<file path="config.mk">
export PLATFORM = sky130hd
export DESIGN_NAME = ilbm_ctrl
export DESIGN_NICKNAME = d
export VERILOG_FILES = /design/src/rtl/ilbm_pkg.sv /design/src/rtl/ilbm_ctrl.sv
export SDC_FILE = /design/constraint.sdc
export NUM_CORES = 1
export LEC_CHECK = 0
export BUFFER_PORTS_ARGS = -buffer_cell sky130_fd_sc_hd__buf_2
export CAP_MARGIN = 20
export CORE_MARGIN = 3
export CORE_UTILIZATION = 27
export CTS_CLUSTER_SIZE = 20
export DETAILED_ROUTE_END_ITERATION = 7
export PLACE_DENSITY = 0.59
export SYNTH_ARGS = -nofsm -noshare
export SYNTH_HDL_FRONTEND = slang
export SYNTH_SLANG_ARGS = --single-unit
</file>
<file path="constraint.sdc">
create_clock -name clk -period 1.4 [get_ports clk]
set_input_delay 0.07 -clock clk [delete_from_list [all_inputs] [get_ports clk]]
set_output_delay 0.07 -clock clk [all_outputs]
set_load 0.01 [all_outputs]
</file>
<file path="src/rtl/ilbm_pkg.sv">
// ----------------------------------------------------------------------------
// ilbm_pkg
// Shared types and constants for the interval liftover block map.
// ----------------------------------------------------------------------------
package ilbm_pkg;

  localparam int COORD_BITS = 36;
  localparam int IDX_BITS   = 12;
  localparam int MAX_BLOCKS = 1 << IDX_BITS;
  localparam int CFG_BITS   = 13;

  localparam logic CMD_LOAD = 1'b0;
  localparam logic CMD_MAP  = 1'b1;

  typedef struct packed {
    logic                  command;
    logic [IDX_BITS-1:0]   entry_index;
    logic [COORD_BITS-1:0] old_start;
    logic [COORD_BITS-1:0] block_length;
    logic [COORD_BITS-1:0] new_start;
    logic [COORD_BITS-1:0] interval_start;
    logic [COORD_BITS-1:0] interval_end;
  } in_item_t;

  typedef struct packed {
    logic [COORD_BITS-1:0] mapped_start;
    logic [COORD_BITS-1:0] mapped_end;
    logic                  keep;
    logic                  out_of_range;
  } out_item_t;

  typedef struct packed {
    logic [COORD_BITS-1:0] old_start;
    logic [COORD_BITS-1:0] block_length;
    logic [COORD_BITS-1:0] new_start;
  } entry_t;

  // controller -> datapath
  typedef struct packed {
    logic wr_ent;     // write table entry from input item
    logic cap_map;    // capture interval, point index at last block
    logic mem_rd;     // read table at index
    logic ld_ent;     // latch read data as working entry
    logic idx_dec;
    logic idx_inc;
    logic start_sub;  // diff = start - entry old start
    logic ms_tr;      // mapped start = entry new start + diff
    logic ms_rd;      // mapped start = read data new start
    logic walk_sub;   // ge/diff of end against entry
    logic me_tr;      // mapped end = entry new start + diff
    logic me_prev;    // mapped end = last new coord of entry
    logic me_zero;    // end before first block
    logic set_oor;
    logic out_load;
  } dp_cmd_t;

  // datapath -> controller
  typedef struct packed {
    logic rd_ge;       // read entry old start <= interval start
    logic idx_zero;
    logic idx_lt_last;
    logic start_in;    // start lies inside working entry
    logic walk_go;     // end_ge and end minus old start exceeds length
    logic end_ge;      // end at or above working entry old start
  } dp_sts_t;

endpackage

</file>
<file path="src/rtl/ilbm_ctrl.sv">
// ----------------------------------------------------------------------------
// ilbm_ctrl
// Sequencer for load, start scan, end walk and result hand-off.
// ----------------------------------------------------------------------------
module ilbm_ctrl (
  input  logic              clk,
  input  logic              rst_n,
  input  logic              in_valid,
  input  logic              in_command,
  input  logic              out_stall,
  input  ilbm_pkg::dp_sts_t sts,
  output ilbm_pkg::dp_cmd_t cmd,
  output logic              in_stall,
  output logic              out_valid,
  output logic              cfg_ready
);

  typedef enum logic [3:0] {
    ST_IDLE,
    ST_SCAN_RD,
    ST_SCAN_EV,
    ST_START_SUB,
    ST_START_CHK,
    ST_NEXT_RD,
    ST_NEXT_EV,
    ST_WALK_SUB,
    ST_WALK_CHK,
    ST_WALK_RD,
    ST_WALK_LD,
    ST_END_FIN,
    ST_PREV_RD,
    ST_PREV_LD,
    ST_PREV_ADD,
    ST_OUT
  } state_t;

  state_t state_r, state_nxt;
  logic   in_stall_r, in_stall_nxt;
  logic   out_valid_r, out_valid_nxt;
  logic   cfg_ready_r;

  always_comb begin
    cmd       = '0;
    state_nxt = state_r;
    case (state_r)
      ST_IDLE: begin
        if (in_valid && !in_stall_r) begin
          if (in_command == ilbm_pkg::CMD_MAP) begin
            cmd.cap_map = 1'b1;
            state_nxt   = ST_SCAN_RD;
          end else begin
            cmd.wr_ent = 1'b1;
          end
        end
      end
      ST_SCAN_RD: begin
        cmd.mem_rd = 1'b1;
        state_nxt  = ST_SCAN_EV;
      end
      ST_SCAN_EV: begin
        cmd.ld_ent = 1'b1;
        if (sts.rd_ge) begin
          state_nxt = ST_START_SUB;
        end else if (sts.idx_zero) begin
          // no block at or below start: first block's new start
          cmd.ms_rd = 1'b1;
          state_nxt = ST_WALK_SUB;
        end else begin
          cmd.idx_dec = 1'b1;
          state_nxt   = ST_SCAN_RD;
        end
      end
      ST_START_SUB: begin
        cmd.start_sub = 1'b1;
        state_nxt     = ST_START_CHK;
      end
      ST_START_CHK: begin
        if (sts.start_in) begin
          cmd.ms_tr = 1'b1;
          state_nxt = ST_WALK_SUB;
        end else if (sts.idx_lt_last) begin
          cmd.idx_inc = 1'b1;
          state_nxt   = ST_NEXT_RD;
        end else begin
          cmd.set_oor = 1'b1;
          state_nxt   = ST_OUT;
        end
      end
      ST_NEXT_RD: begin
        cmd.mem_rd = 1'b1;
        state_nxt  = ST_NEXT_EV;
      end
      ST_NEXT_EV: begin
        cmd.ms_rd   = 1'b1;
        cmd.idx_dec = 1'b1;
        state_nxt   = ST_WALK_SUB;
      end
      ST_WALK_SUB: begin
        cmd.walk_sub = 1'b1;
        state_nxt    = ST_WALK_CHK;
      end
      ST_WALK_CHK: begin
        if (sts.walk_go && sts.idx_lt_last) begin
          cmd.idx_inc = 1'b1;
          state_nxt   = ST_WALK_RD;
        end else begin
          state_nxt = ST_END_FIN;
        end
      end
      ST_WALK_RD: begin
        cmd.mem_rd = 1'b1;
        state_nxt  = ST_WALK_LD;
      end
      ST_WALK_LD: begin
        cmd.ld_ent = 1'b1;
        state_nxt  = ST_WALK_SUB;
      end
      ST_END_FIN: begin
        if (sts.end_ge) begin
          cmd.me_tr = 1'b1;
          state_nxt = ST_OUT;
        end else if (!sts.idx_zero) begin
          cmd.idx_dec = 1'b1;
          state_nxt   = ST_PREV_RD;
        end else begin
          cmd.me_zero = 1'b1;
          state_nxt   = ST_OUT;
        end
      end
      ST_PREV_RD: begin
        cmd.mem_rd = 1'b1;
        state_nxt  = ST_PREV_LD;
      end
      ST_PREV_LD: begin
        cmd.ld_ent = 1'b1;
        state_nxt  = ST_PREV_ADD;
      end
      ST_PREV_ADD: begin
        cmd.me_prev = 1'b1;
        state_nxt   = ST_OUT;
      end
      ST_OUT: begin
        if (!out_valid_r || !out_stall) begin
          cmd.out_load = 1'b1;
          state_nxt    = ST_IDLE;
        end
      end
      default: begin
        state_nxt = ST_IDLE;
      end
    endcase
  end

  always_comb begin
    out_valid_nxt = out_valid_r && out_stall;
    if (cmd.out_load) begin
      out_valid_nxt = 1'b1;
    end
    in_stall_nxt = (state_nxt != ST_IDLE);
  end

  always_ff @(posedge clk) begin
    if (!rst_n) begin
      state_r     <= ST_IDLE;
      in_stall_r  <= 1'b1;
      out_valid_r <= 1'b0;
      cfg_ready_r <= 1'b0;
    end else begin
      state_r     <= state_nxt;
      in_stall_r  <= in_stall_nxt;
      out_valid_r <= out_valid_nxt;
      cfg_ready_r <= 1'b1;
    end
  end

  assign in_stall  = in_stall_r;
  assign out_valid = out_valid_r;
  assign cfg_ready = cfg_ready_r;

endmodule

</file>
==> flow_summary.ini <==
[status]
outcome = finished, violations left
violations = negative setup slack

[global_routing]
overflow = 0
met1_usage_pct = 16.3
grt.busiest_layer = met2
antenna_found_initial = 0
grt_pass1_wl_um = 3200
grt_pass1_vias = 795
grt.total_usage_pct = 15.1
grt_use_met3_pct = 1.97
grt_max_degree = 10
grt_util_met2_pct = 29.1

[yosys]
yosysMostFrequentCell = nor2_1
async_reset_ff_share_pct = 0
syn_nets = 92
syn_area_per_cell_um2 = 7.41
netlist.top_cell.by_area = dfxtp_1
yosys.area.top_type_share_pct = 23.3
yosysUniqueCellTypes = 40
yosysSeqAreaShare_pct = 23.3
netlist_top_cells_count = 14 x nor2_1, 7 x dfxtp_1, 6 x nor3_1
syn_inst = 81
yosys_warnings = 0
netlist_area_um2 = 601
synth_area_leaders = dfxtp_1 23%, nor2_1 8.8%, nor3_1 5.0%
ys_ff_latch = 7
synth-edff-count = 0
synth_ff_type = dfxtp_1

[timing]
finalHoldViolCount = 0
fin_crit_sh_pct = 102
fin_crit_ps = 1430
rsz0062_at_grt = yes
max_freq_mhz = 698
setup_viol = 1
worstMarginPinSlew_ps = 418
slew-limit-headroom_pct = 71.9
setup-tns-final_ps = -31.9
maxSlewViolCount = 0
whs_ps = 245
finClkSkew_ps = 5.62
setup_ws_ps = -31.9

[place]
gp_congestion = 0.841
dpl-instance-area_um2 = 877
place_worst_setup_slack_ps = -116
io_buffers = 28
dp.cells = 150
dp_hpwl_um = 1420

[cts]
path_clk_slew_ps = 50
h-tree-depth = 1
clk_path_buf_depth = 2
numCtsBuffers = 3
clock_latency_ps = 250
root_buffer = clkbuf_4
cts_tree = built
cts_sinks = 7

[final_layout]
final_nets = 145
antenna_cells = 0
design_area_um2 = 1090
fillers = 208
fin_cells = 160
area_growth_pct = 81.9
multi_input_area_um2 = 518
drive_gt1_share_pct = 63.2
regArea_um2 = 153

[power_and_ir_drop]
p_switching_uw = 410
p_int_uw = 687
power.density_nw_per_um2 = 1000
p_sw_share_pct = 37.4
total_leakage_power_nw = 0.505
p_clk_share_pct = 16.5
vdd_drop_max_mv = 0.682
p_comb_share_pct = 57.4
seqPwrFrac_pct = 26.2

[route]
avgViaCountPerCell = 4.94
via_count = 790
drtAntennaViolNets = 0
avgRoutedWirePerCell_um = 13.0
first_iter_violations = 4
drc = 0
routed_wl_um = 2080
first_pass_iters = 4

[floorplanning]
dieArea_um2 = 2830
die_w_um = 53.2
die_h_um = 53.2
start_util_pct = 29.4
core_area_um2 = 2040
num_rows = 16
ios = 29

[critical_path]
cp-start-kind = register
path_class = register to register
cp-end-kind = register
reg2reg_to = in_stall$_SDFF_PN1_
reg2reg_depth = 6
timing.rr.start = state_r[0]$_SDFF_PN0_
ff2ff_setup_slack_ps = -30
critical_path_required_ps = 1520
arrival_ps = 1550
cp_max_fo = 9

[job]
drv_cap = 0

[hold_path]
hold_depth = 5
holdPathEnd = in_stall$_SDFF_PN1_
min_path_type = input pin to register
worstHoldStart = in_command
==> through the flow <==
| stage | util [%] | total power, mW |
|---|---|---|
| after floorplan | - | 0.547 |
| after global routing | 53.5 | 1.17 |
| after CTS | 50.1 | 1.04 |
| after detailed placement | 43.0 | 0.752 |
| final | 53.5 | 1.10 |
| after global placement | 43.0 | 0.749 |
==> per-layer routing <==
metal | part of all wire [%] | vias to the layer above
met3 | 4.7 | 4
met2 | 53 | 24
met5 | 0 | -
met4 | 1.8 | 0
met1 | 41 | 365
li1 | - | 397
==> layout by cell type, fill, tap and decap left out, types with 2 or more instances in the layout <==
cell      synthesis  final
buf_2             2     28
buf_4             1     19
nor2_1           14      9
nor3_2            1      5
buf_6             2      5
nor2_2            1      4
nor2b_1           4      4
nor2_4            1      3
o21ai_0           4      3
nand3_1           3      3
dfxtp_1           7      3
clkbuf_4          0      3
dfxtp_4           0      3
nand2_2           1      2
nor3_1            6      2
nor4b_4           0      2
nand2_1           4      2
a211oi_1          2      2
a21oi_1           2      2
and2_1            2      2
==> worst max-delay path, cell delays in order, from the launching register on <==
cell and delay, ps:
dfxtp_4 410, buf_6 110, a211oi_1 40, a21oi_1 200, nor3_2 90, a2111oi_4 350
nand3_1 110
==> sequential cells by signal, summed over array words and instances, names as in the netlist <==
name       flops
out_valid      1
in_stall       1
state_r        4
cfg_ready      1
==> power groups by stage <==
stage	logic, mW	clock network (mW)	registers [mW]
floorplan	0.278	0	0.270
global placement	0.465	0	0.283
detailed placement	0.468	0	0.284
CTS	0.568	0.190	0.283
global route	0.683	0.193	0.293
finish	0.629	0.181	0.287
==> cell type report <==
| type | count | share of cell area (%) |
|---|---|---|
| Tap cell | 27 | 3.09 |
| Sequential cell | 7 | 14.0 |
| Multi-Input combinational cell | 67 | 47.4 |
| Inverter | 2 | 1.15 |
| Clock buffer | 4 | 2.41 |
| Timing Repair Buffer | 53 | 32.0 |
==> worst max path at each step <==
stage | from | endpoint | slack, ps | cells after the start
finish | state_r[0]$_SDFF_PN0_ | in_stall$_SDFF_PN1_ | -30 | 6
global placement | state_r[2]$_SDFF_PN0_ | in_stall$_SDFF_PN1_ | -100 | 6
detailed placement | state_r[2]$_SDFF_PN0_ | in_stall$_SDFF_PN1_ | -120 | 6
floorplan | out_valid$_SDFF_PN0_ | in_stall$_SDFF_PN1_ | 40 | 5
global route | state_r[0]$_SDFF_PN0_ | in_stall$_SDFF_PN1_ | -120 | 6
CTS | state_r[2]$_SDFF_PN0_ | in_stall$_SDFF_PN1_ | 1 | 6
==> repair_timing <==
item / CTS / global route
cloned: 0 / 0
hold buffers: 1 / 0
buffers inserted: 5 / 0
gates resized for setup: 20 / 16
endpoints found under the setup margin: 17 / 14
endpoints found under the hold margin: 1 / 0
pin swaps: 2 / 1
==> cell families after synthesis <==
| group | synth area share [%] |
|---|---|
| AOI/OAI and AO/OA | 21.3 |
| xor gates and xnor gates | 1.46 |
| and+or+nand+nor | 45.6 |
| DFF | 23.3 |
| buffers and inverters | 8.33 |
Note: power is estimated with default switching activity, not from simulation.
